**config.mk**
```make
export PLATFORM = sky130hd
export DESIGN_NAME = utf16_stream_validator_flat
export DESIGN_NICKNAME = d
export VERILOG_FILES = /design/src/design/u16v_pkg.sv /design/src/design/u16v_req_if.sv /design/src/design/u16v_rsp_if.sv /design/src/design/utf16_stream_validator.sv /design/src/flat_wrapper.sv
export SDC_FILE = /design/constraint.sdc
export NUM_CORES = 1
export LEC_CHECK = 0
export BUFFER_PORTS_ARGS = -buffer_cell sky130_fd_sc_hd__buf_2
export CORE_MARGIN = 5
export CORE_UTILIZATION = 27
export DETAILED_ROUTE_END_ITERATION = 7
export PLACE_DENSITY = 0.51
export SLEW_MARGIN = 5
export SYNTH_ARGS = -nofsm -noshare
export SYNTH_HDL_FRONTEND = slang
export SYNTH_SLANG_ARGS = --single-unit
export TNS_END_PERCENT = 10
```
**constraint.sdc**
```tcl
create_clock -name clock -period 3.4 [get_ports clock]
set_input_delay 0.68 -clock clock [delete_from_list [all_inputs] [get_ports clock]]
set_output_delay 0.68 -clock clock [all_outputs]
set_load 0.02 [all_outputs]
```
**src/design/u16v_pkg.sv**
```systemverilog
// ----------------------------------------------------------------------------
// u16v_pkg: shared types and constants of the utf-16 stream validator
// byte order modes, result status codes, unit phases and the result payload
// ----------------------------------------------------------------------------
package u16v_pkg;

   localparam logic [1:0] MODE_DETECT = 2'd0;
   localparam logic [1:0] MODE_LITTLE = 2'd1;
   localparam logic [1:0] MODE_BIG    = 2'd2;

   localparam logic [1:0] STATUS_OK        = 2'd0;
   localparam logic [1:0] STATUS_TRUNCATED = 2'd1;
   localparam logic [1:0] STATUS_NO_LOW    = 2'd2;

   localparam logic [15:0] BOM_NATIVE   = 16'hFEFF;
   localparam logic [15:0] BOM_SWAPPED  = 16'hFFFE;
   localparam logic [15:0] REPLACEMENT  = 16'hFFFD;

   localparam logic [5:0] HIGH_SURR_TAG = 6'b110110;
   localparam logic [5:0] LOW_SURR_TAG  = 6'b110111;

   typedef enum logic [1:0] {
      PHASE_START,
      PHASE_ONE_BYTE,
      PHASE_HIGH,
      PHASE_HIGH_BYTE
   } phase_type;

   typedef struct packed {
      logic [15:0] first_unit;
      logic [15:0] second_unit;
      logic [1:0]  unit_count;
      logic [1:0]  status;
      logic        detected_little;
      logic        end_of_run;
   } result_type;

endpackage

```
**src/design/u16v_req_if.sv**
```systemverilog
// ----------------------------------------------------------------------------
// u16v_req_if: byte channel into the validator
// one raw stream byte per beat with a flag on the final byte
// ----------------------------------------------------------------------------
interface u16v_req_if;
   logic       valid;
   logic       ready;
   logic [7:0] data_byte;
   logic       last_byte;

   modport source (output valid, output data_byte, output last_byte, input ready);
   modport sink   (input valid, input data_byte, input last_byte, output ready);
endinterface

```
**src/design/u16v_rsp_if.sv**
```systemverilog
// ----------------------------------------------------------------------------
// u16v_rsp_if: result channel out of the validator
// rebuilt code units, status and stream flags per beat
// ----------------------------------------------------------------------------
interface u16v_rsp_if;
   logic        valid;
   logic        ready;
   logic [15:0] first_unit;
   logic [15:0] second_unit;
   logic [1:0]  unit_count;
   logic [1:0]  status;
   logic        detected_little;
   logic        end_of_run;

   modport source (output valid, output first_unit, output second_unit,
                   output unit_count, output status, output detected_little,
                   output end_of_run, input ready);
   modport sink   (input valid, input first_unit, input second_unit,
                   input unit_count, input status, input detected_little,
                   input end_of_run, output ready);
endinterface

```
**src/design/utf16_stream_validator.sv**
```systemverilog
// ----------------------------------------------------------------------------
// utf16_stream_validator: utf-16 byte stream checker and unit rebuilder
// a result is registered into the result queue before it appears on rsp_bus
// throughput: one byte per cycle while the result queue is not full
// a two-entry result queue keeps bytes flowing while a result waits
// reset: synchronous, clears phase, byte order, queue and mode register
// ----------------------------------------------------------------------------
module utf16_stream_validator (
   input  logic              clock,
   input  logic              reset,
   input  logic              csr_write_enable,
   input  logic [1:0]        csr_write_data,
   u16v_req_if.sink          req_bus,
   u16v_rsp_if.source        rsp_bus
);
   import u16v_pkg::*;

   logic [1:0]  mode_ff;
   phase_type   phase_ff, phase_in;
   logic [7:0]  held_byte_ff, held_byte_in;
   logic [15:0] held_high_ff, held_high_in;
   logic        little_ff, little_in;
   logic        start_ff, start_in;

   result_type  slot0_ff, slot0_in;
   result_type  slot1_ff, slot1_in;
   logic [1:0]  count_ff, count_in;

   result_type  res;
   logic        produce;
   logic        accept;
   logic        pop;
   logic        detect;
   logic        little_cur;
   logic [15:0] unit;
   logic        dropped;
   logic [1:0]  wr_pos;

   assign req_bus.ready = (count_ff != 2'd2);
   assign accept        = req_bus.valid && req_bus.ready;
   assign pop           = (count_ff != 2'd0) && rsp_bus.ready;

   assign detect     = (mode_ff != MODE_LITTLE) && (mode_ff != MODE_BIG);
   assign little_cur = (start_ff && phase_ff == PHASE_START) ? (mode_ff == MODE_LITTLE)
                                                             : little_ff;
   assign unit = little_cur ? {req_bus.data_byte, held_byte_ff}
                            : {held_byte_ff, req_bus.data_byte};

   // byte phase and unit decode
   always_comb begin
      phase_in     = phase_ff;
      held_byte_in = held_byte_ff;
      held_high_in = held_high_ff;
      little_in    = little_ff;
      start_in     = start_ff;
      produce      = 1'b0;
      dropped      = 1'b0;
      res          = '0;
      if (accept) begin
         little_in = little_cur;
         case (phase_ff)
            PHASE_START: begin
               held_byte_in = req_bus.data_byte;
               phase_in     = PHASE_ONE_BYTE;
            end
            PHASE_ONE_BYTE: begin
               phase_in = PHASE_START;
               if (start_ff) begin
                  start_in = 1'b0;
                  if (detect && unit == BOM_NATIVE) begin
                     dropped = 1'b1;
                  end else if (detect && unit == BOM_SWAPPED) begin
                     dropped   = 1'b1;
                     little_in = 1'b1;
                  end
               end
               if (!dropped) begin
                  if (unit[15:10] == HIGH_SURR_TAG) begin
                     held_high_in = unit;
                     phase_in     = PHASE_HIGH;
                  end else begin
                     produce        = 1'b1;
                     res.first_unit = unit;
                     res.unit_count = 2'd1;
                  end
               end
            end
            PHASE_HIGH: begin
               held_byte_in = req_bus.data_byte;
               phase_in     = PHASE_HIGH_BYTE;
            end
            PHASE_HIGH_BYTE: begin
               produce  = 1'b1;
               phase_in = PHASE_START;
               if (unit[15:10] == LOW_SURR_TAG) begin
                  res.first_unit  = held_high_ff;
                  res.second_unit = unit;
                  res.unit_count  = 2'd2;
               end else begin
                  res.first_unit = REPLACEMENT;
                  res.unit_count = 2'd1;
                  res.status     = STATUS_NO_LOW;
               end
            end
            default: begin
               phase_in = PHASE_START;
            end
         endcase
         if (req_bus.last_byte) begin
            if (!produce) begin
               produce    = 1'b1;
               res.status = (phase_in != PHASE_START) ? STATUS_TRUNCATED : STATUS_OK;
            end
            phase_in = PHASE_START;
            start_in = 1'b1;
         end
         res.detected_little = little_in;
         res.end_of_run      = req_bus.last_byte;
      end
   end

   // result queue
   always_comb begin
      slot0_in = slot0_ff;
      slot1_in = slot1_ff;
      if (pop) begin
         slot0_in = slot1_ff;
      end
      wr_pos = count_ff - {1'b0, pop};
      if (accept && produce) begin
         if (wr_pos == 2'd0) begin
            slot0_in = res;
         end else begin
            slot1_in = res;
         end
      end
      count_in = count_ff - {1'b0, pop} + {1'b0, accept && produce};
   end

   always_ff @(posedge clock) begin
      if (reset) begin
         mode_ff   <= MODE_DETECT;
         phase_ff  <= PHASE_START;
         little_ff <= 1'b0;
         start_ff  <= 1'b1;
         count_ff  <= 2'd0;
      end else begin
         if (csr_write_enable) begin
            mode_ff <= csr_write_data;
         end
         phase_ff  <= phase_in;
         little_ff <= little_in;
         start_ff  <= start_in;
         count_ff  <= count_in;
      end
   end

   always_ff @(posedge clock) begin
      held_byte_ff <= held_byte_in;
      held_high_ff <= held_high_in;
      slot0_ff     <= slot0_in;
      slot1_ff     <= slot1_in;
   end

   assign rsp_bus.valid           = (count_ff != 2'd0);
   assign rsp_bus.first_unit      = slot0_ff.first_unit;
   assign rsp_bus.second_unit     = slot0_ff.second_unit;
   assign rsp_bus.unit_count      = slot0_ff.unit_count;
   assign rsp_bus.status          = slot0_ff.status;
   assign rsp_bus.detected_little = slot0_ff.detected_little;
   assign rsp_bus.end_of_run      = slot0_ff.end_of_run;

   // checks
   assert property (@(posedge clock) disable iff (reset)
      count_ff != 2'd3)
      else $error("result queue count out of range");

   assert property (@(posedge clock) disable iff (reset)
      rsp_bus.valid && rsp_bus.unit_count == 2'd0 |-> rsp_bus.end_of_run)
      else $error("empty result not at end of stream");

   assert property (@(posedge clock) disable iff (reset)
      rsp_bus.valid && rsp_bus.unit_count == 2'd2 |->
         rsp_bus.status == STATUS_OK && rsp_bus.first_unit[15:10] == HIGH_SURR_TAG &&
         rsp_bus.second_unit[15:10] == LOW_SURR_TAG)
      else $error("malformed surrogate pair");

   assert property (@(posedge clock) disable iff (reset)
      rsp_bus.valid && rsp_bus.status == STATUS_NO_LOW |->
         rsp_bus.first_unit == REPLACEMENT && rsp_bus.unit_count == 2'd1)
      else $error("missing low surrogate without replacement");

   assert property (@(posedge clock) disable iff (reset)
      accept && req_bus.last_byte |=> phase_ff == PHASE_START && start_ff)
      else $error("stream state not rearmed after last beat");

endmodule
```
**src/flat_wrapper.sv**
```systemverilog
// flat-port wrapper written by rule: the top's interface ports become plain ports
module utf16_stream_validator_flat import u16v_pkg::*;
  (clock, reset, csr_write_enable, csr_write_data, req_bus_valid, req_bus_data_byte, req_bus_last_byte, req_bus_ready, rsp_bus_valid, rsp_bus_first_unit, rsp_bus_second_unit, rsp_bus_unit_count, rsp_bus_status, rsp_bus_detected_little, rsp_bus_end_of_run, rsp_bus_ready);
  u16v_req_if req_bus_i ();
  u16v_rsp_if rsp_bus_i ();
  input  logic clock;
  input  logic reset;
  input  logic csr_write_enable;
  input  logic [1:0] csr_write_data;
  input wire logic [$bits(req_bus_i.valid)-1:0] req_bus_valid;
  input wire logic [$bits(req_bus_i.data_byte)-1:0] req_bus_data_byte;
  input wire logic [$bits(req_bus_i.last_byte)-1:0] req_bus_last_byte;
  output wire logic [$bits(req_bus_i.ready)-1:0] req_bus_ready;
  output wire logic [$bits(rsp_bus_i.valid)-1:0] rsp_bus_valid;
  output wire logic [$bits(rsp_bus_i.first_unit)-1:0] rsp_bus_first_unit;
  output wire logic [$bits(rsp_bus_i.second_unit)-1:0] rsp_bus_second_unit;
  output wire logic [$bits(rsp_bus_i.unit_count)-1:0] rsp_bus_unit_count;
  output wire logic [$bits(rsp_bus_i.status)-1:0] rsp_bus_status;
  output wire logic [$bits(rsp_bus_i.detected_little)-1:0] rsp_bus_detected_little;
  output wire logic [$bits(rsp_bus_i.end_of_run)-1:0] rsp_bus_end_of_run;
  input wire logic [$bits(rsp_bus_i.ready)-1:0] rsp_bus_ready;
  assign req_bus_i.valid = req_bus_valid;
  assign req_bus_i.data_byte = req_bus_data_byte;
  assign req_bus_i.last_byte = req_bus_last_byte;
  assign req_bus_ready = req_bus_i.ready;
  assign rsp_bus_valid = rsp_bus_i.valid;
  assign rsp_bus_first_unit = rsp_bus_i.first_unit;
  assign rsp_bus_second_unit = rsp_bus_i.second_unit;
  assign rsp_bus_unit_count = rsp_bus_i.unit_count;
  assign rsp_bus_status = rsp_bus_i.status;
  assign rsp_bus_detected_little = rsp_bus_i.detected_little;
  assign rsp_bus_end_of_run = rsp_bus_i.end_of_run;
  assign rsp_bus_i.ready = rsp_bus_ready;
  utf16_stream_validator u_core (.clock(clock), .reset(reset), .csr_write_enable(csr_write_enable), .csr_write_data(csr_write_data), .req_bus(req_bus_i), .rsp_bus(rsp_bus_i));
endmodule
```
---- Yosys cells after proc, flatten, opt, wreduce, memory -nomap -nowiden ----
Cells that the tools add are included.
operators by class
  $add $sub $neg .......................... 2
  equal/unequal tests ..................... 11
  multiplexer cells ....................... 43
  bitwise operators ....................... 2
  reductions and logical operators ........ 17
operator list
  cell                  number
  $mux 38               4
  $mux 16               6
  $eq 16x16->1 const B  2
  $pmux 16 s2           1
  $mux 2                10
  $mux 1                19
  $eq 6x6->1 const B    2
  $pmux 2 s4            1
  $logic_and 1x1->1     7
  $reduce_and 2->1      3
  $reduce_bool 2->1     3
  $eq 2x1->1 const B    2
  $eq 2x2->1 const B    2
  $logic_not 2->1       2
  $ne 2x2->1 const B    2
  $pmux 2 s2            1
  $reduce_and 4->1      1
  $add 2x1->2           1
  $ne 2x1->1 const B    1
  $not 1->1             2
  $pmux 1 s2            1
  $reduce_or 2->1       1
  $sub 2x1->2           1
storage, ports and cells
  flip-flop bits (word level) ............. 108
  output and inout bits ................... 40

---- Longest topological paths before layout ----
  depth in word-level cells ............... 21
  gate-level depth with buffers ........... 13
  mapped depth without buffers ............ 13

---- Worst setup path before layout ----
Ideal clock, no wire load.
  path kind ............................... flip-flop to flip-flop
  start point ............................. reg u_core.start_ff
  end point ............................... reg u_core.slot1_ff[0] in the netlist's numbering, enable pin
  arrival ................................. 2946 ps
  data required time ...................... 3001 ps
  path slack .............................. 55 ps
  stages on the path, launching flop included .. 9
  path buffers ............................ 0
  period minus slack after synthesis ...... 3345 ps
  cell sequence ........................... dfxtp_1 > or3b_4 > a21oi_4 > mux2i_1 > nor4_2 > a21oi_2 > nor2_1 > o21ai_0 > and2_1
between the ends
  word-level cells in the longest chain between the ends .. 17
  elaborated cells between the ends (all ways) .. 21
  classes of those cells .................. eq/ne (3); mux (13); reduce/logical (5)
RTL lines
  what                          RTL line                       text
  from (decl)                   utf16_stream_validator.sv:23   logic start_ff, start_in;
  from (signal assigned)        utf16_stream_validator.sv:153  start_ff <= start_in;
  $logic_and 1x1->1             utf16_stream_validator.sv:44   assign little_cur = (start_ff && phase_ff == PHASE_START) ? (mode_ff == MODE_LITTLE)
  $mux 1                        utf16_stream_validator.sv:44
  $mux 16                       utf16_stream_validator.sv:46   assign unit = little_cur ? {req_bus.data_byte, held_byte_ff}
  $eq 16x16->1                  utf16_stream_validator.sv:72   end else if (detect && unit == BOM_SWAPPED) begin
  $logic_and 1x1->1             utf16_stream_validator.sv:72
  $mux 1                        utf16_stream_validator.sv:72
  $mux 1                        utf16_stream_validator.sv:70   if (detect && unit == BOM_NATIVE) begin
  $mux 1                        utf16_stream_validator.sv:68   if (start_ff) begin
  $mux 1                        utf16_stream_validator.sv:61   case (phase_ff)
  $mux 1                        utf16_stream_validator.sv:59   if (accept) begin
  $mux 1 *                      utf16_stream_validator.sv:77   if (!dropped) begin
  $pmux 1 s2 *                  utf16_stream_validator.sv:61
  $mux 1 *                      utf16_stream_validator.sv:59
  $mux 1 *                      utf16_stream_validator.sv:109  if (req_bus.last_byte) begin
  $mux 1 *                      utf16_stream_validator.sv:59
  $logic_and 1x1->1 *           utf16_stream_validator.sv:130  if (accept && produce) begin
  $reduce_and 2->1 (no line) *  -
  to (signal assigned)          utf16_stream_validator.sv:162  slot1_ff <= slot1_in;
  to (decl)                     utf16_stream_validator.sv:26   result_type slot1_ff, slot1_in;
Every way passes the cells marked *; elsewhere a longest branch is shown, timed or not. The select of a mux whose other input is x is not followed.
A chain may end at the register's enable or synchronous reset.

==> impl_metrics.yaml <==
cells_and_area:
  final_cell_mix: "nand2_1, edfxtp_1, buf_2"
  fin_nets: 517
  drive_gt1_frac: 0.179
  multiInputGateArea_um2: 1700
  register_area_um2: 2780
  antenna_cells: 0
  area_growth_pct: 16.6
  fill_cells: 1770
  final_common_cell: "nand2_1"
worst_setup_path:
  startpoint: "u_core.phase_ff[0]$_SDFFE_PP0P_"
  endpoint_kind: "register"
  crit_path_start_kind: "register"
  required_ns: 3.69
  critPathSlowestCell: "o31a_2"
  path_cells: "or3b_4 -> a21oi_4 -> mux2i_1 -> inv_1 -> o31ai_1 -> a21oi_2 -> o31a_2 -> buf_4 -> a21oi_1 -> a21o_1"
  crit_buf_inv: 2
  crit_family: "compound AO/OA/AOI/OAI gates"
  r2r_start: "u_core.phase_ff[0]$_SDFFE_PP0P_"
  crit_type: "reg2reg"
  worstPathMaxFanout: 25
  slowest_delay_ns: 0.52
  cp.arrival_ns: 3.49
sta:
  fin_setup_tns_ns: 0
  fin_crit_sh: 0.939
  tightest_slew_ns: 0.669
  setup_viol: 0
  slew_headroom: 0.552
  period_minus_slack_ns: 3.19
  max_freq_mhz: 313
  fin_hold_ws_ns: 0.457
  final_max_slew_viol_count: 0
  hold_violations: 0
  fin_skew_ns: 0.00935
  worst_slack_ns: 0.207
  grt_setup_unrepaired: "no"
floorplan:
  core-area_um2: 17200
  die_x_um: 142
  rows: 48
  ios: 56
  die_y_um: 142
  start_util: 0.273
  die_area_um2: 20200
synthesis:
  syn-cell-area_um2: 4710
  synth_cell_type_count: 47
  synth_area_leader_cell: "edfxtp_1"
  syn_avg_cell_area_um2: 10.6
  synthTopCellsByArea: "edfxtp_1, dfxtp_1, mux2i_1"
  ys_warn_count: 0
  seq_area_frac_synth: 0.590
  synth-seq-cells: 108
  synth_cells: 445
  synth.top_cell.area_share: 0.395
  synth_nets: 465
clock_tree:
  clk_pin_slew_ns: 0.07
  clockRootBuffer: "clkbuf_16"
  cts_buffer_depth: 2
  clock-sinks: 108
  cts_tree: "done"
  cts_buffers: 9
  ctsHoldBuffers: 0
  htreeDepth: 3
  clk_latency_ns: 0.35
  post-cts-setup-buffers: 0
  ctsResizeCount: 0
route:
  routed_wl_mm: 10.7
  drc: 0
  num_vias: 3255
  ant_nets: 0
  wl_per_cell_um: 14.7
  drtIter0Drc: 208
  vias_per_cell: 4.48
  drtPass1Iterations: 5
outcome:
  status: "finished clean"
power:
  power.density_nw_per_um2: 775
  power.leakage_nw: 2.32
  ir_drop_v: 0.000267
global_route:
  grt_max_degree: 39
  grt_usage: 0.106
  grt_overflow_total: 0
  grt_pass1_vias: 3251
  grt_pass1_wl_mm: 16.8
  antenna_found_initial: 0
min_path:
  holdCritStartpoint: "u_core.rsp_bus.second_unit[13]$_DFF_P_"
  hold_path_class: "reg2reg"
placed_design:
  gp_congestion: 0.837
  post-dp-hpwl_mm: 7.74
  post-place-ws_ns: 0.230
  port_buffers: 55
job:
  cap_violations: 0
## layer usage
| metal | track usage | up-vias | part of all wire |
|---|---|---|---|
| met5 | 0 | - | 0 |
| met4 | 0.0278 | 0 | 0.014 |
| met3 | 0.0323 | 10 | 0.048 |
| met2 | 0.171 | 70 | 0.47 |
| met1 | 0.138 | 1516 | 0.47 |
| li1 | - | 1659 | - |
## kinds of logic (layout without fill, tap and decap cells)
| family | Yosys count | count (layout) | share of synthesized area |
|---|---|---|---|
| simple gates | 147 | 147 | 0.145 |
| flops | 108 | 108 | 0.590 |
| compound gates | 98 | 98 | 0.130 |
| buf+inv | 52 | 109 | 0.0494 |
| mux | 32 | 32 | 0.0685 |
| fa+ha+maj | 4 | 4 | 0.0106 |
| xor+xnor | 3 | 3 | 0.00558 |
| other cells | 1 | 1 | 0.000796 |
## path summary, 6_finish.rpt
kind / end / slack, ns / depth (start not counted)
setup reg to reg: u_core.rsp_bus.first_unit[3]$_DFF_P_ / 0.21 / 10
hold / removal: u_core.rsp_bus.second_unit[13]$_DFF_P_ / 0.46 / 2
hold reg to reg: u_core.rsp_bus.second_unit[13]$_DFF_P_ / 0.46 / 2
setup / recovery: u_core.rsp_bus.first_unit[3]$_DFF_P_ / 0.21 / 10
## sequential cells by signal (all words and copies together) (netlist names)
name / flops
u_core.rsp_bus.end_of_run: 1
u_core.rsp_bus.status: 2
u_core.little_ff: 1
u_core.slot1_ff: 38
u_core.rsp_bus.second_unit: 16
u_core.held_high_ff: 16
u_core.phase_ff: 2
u_core.rsp_bus.detected_little: 1
u_core.start_ff: 1
u_core.rsp_bus.first_unit: 16
u_core.rsp_bus.unit_count: 2
u_core.count_ff: 2
u_core.held_byte_ff: 8
u_core.mode_ff: 2
## worst register-to-register path, delay by kind of cell (launching register included)
family | cells | cell delay, ns
multiplexers | 1 | 0.43
flip-flops | 1 | 0.43
AND/OR/NAND/NOR | 1 | 0.48
buffers and inverters | 2 | 0.43
AO/OA/AOI/OAI | 6 | 1.36
## cell type report
| type | count | share of cell area |
|---|---|---|
| clock buffer | 13 | 0.0455 |
| clock inverter | 3 | 0.00433 |
| inverter | 27 | 0.0184 |
| multi-input combinational | 285 | 0.309 |
| sequential | 108 | 0.506 |
| tap | 225 | 0.0512 |
| timing repair buffer | 66 | 0.0651 |
## per-stage QoR
stage	utilization	std cells	total power, mW	cell area [µm²]
finish	0.319	727	4.26	5500
global route	0.319	727	4.55	5500
CTS	0.319	727	4.34	5500
detailed placement	0.303	711	3.36	5220
global placement	0.303	711	3.33	5220
floorplan	-	445	2.88	4710
## cell usage after synthesis, drive strengths merged
cell	number
nor3b	1
nor2b	2
nand3	5
o2111ai	1
and4bb	2
or3b	1
inv	27
o32a	1
and3	2
o2bb2ai	1
o31a	1
mux2	2
o31ai	1
conb	1
nand4	4
mux2i	30
xor2	1
a31oi	1
ha	4
a21o	17
xnor2	2
buf	13
a211oi	9
edfxtp	62
dfxtp	46
or2	2
nand2b	2
nand2	64
a211o	1
nor4	1
a21oi	32
o21ai	18
o22ai	15
nor2	40
and4	1
or3	2
nor3	4
clkbuf	12
and2	12
nand3b	1
nand4bb	1
## report_power, final
part | switching [mW] | total, mW | internal (mW)
clock network | 0.446 | 0.969 | 0.522
registers | 0.141 | 1.88 | 1.74
logic | 0.894 | 1.42 | 0.521
total | 1.48 | 4.26 | 2.78
Power figures use the tool's default switching activity.
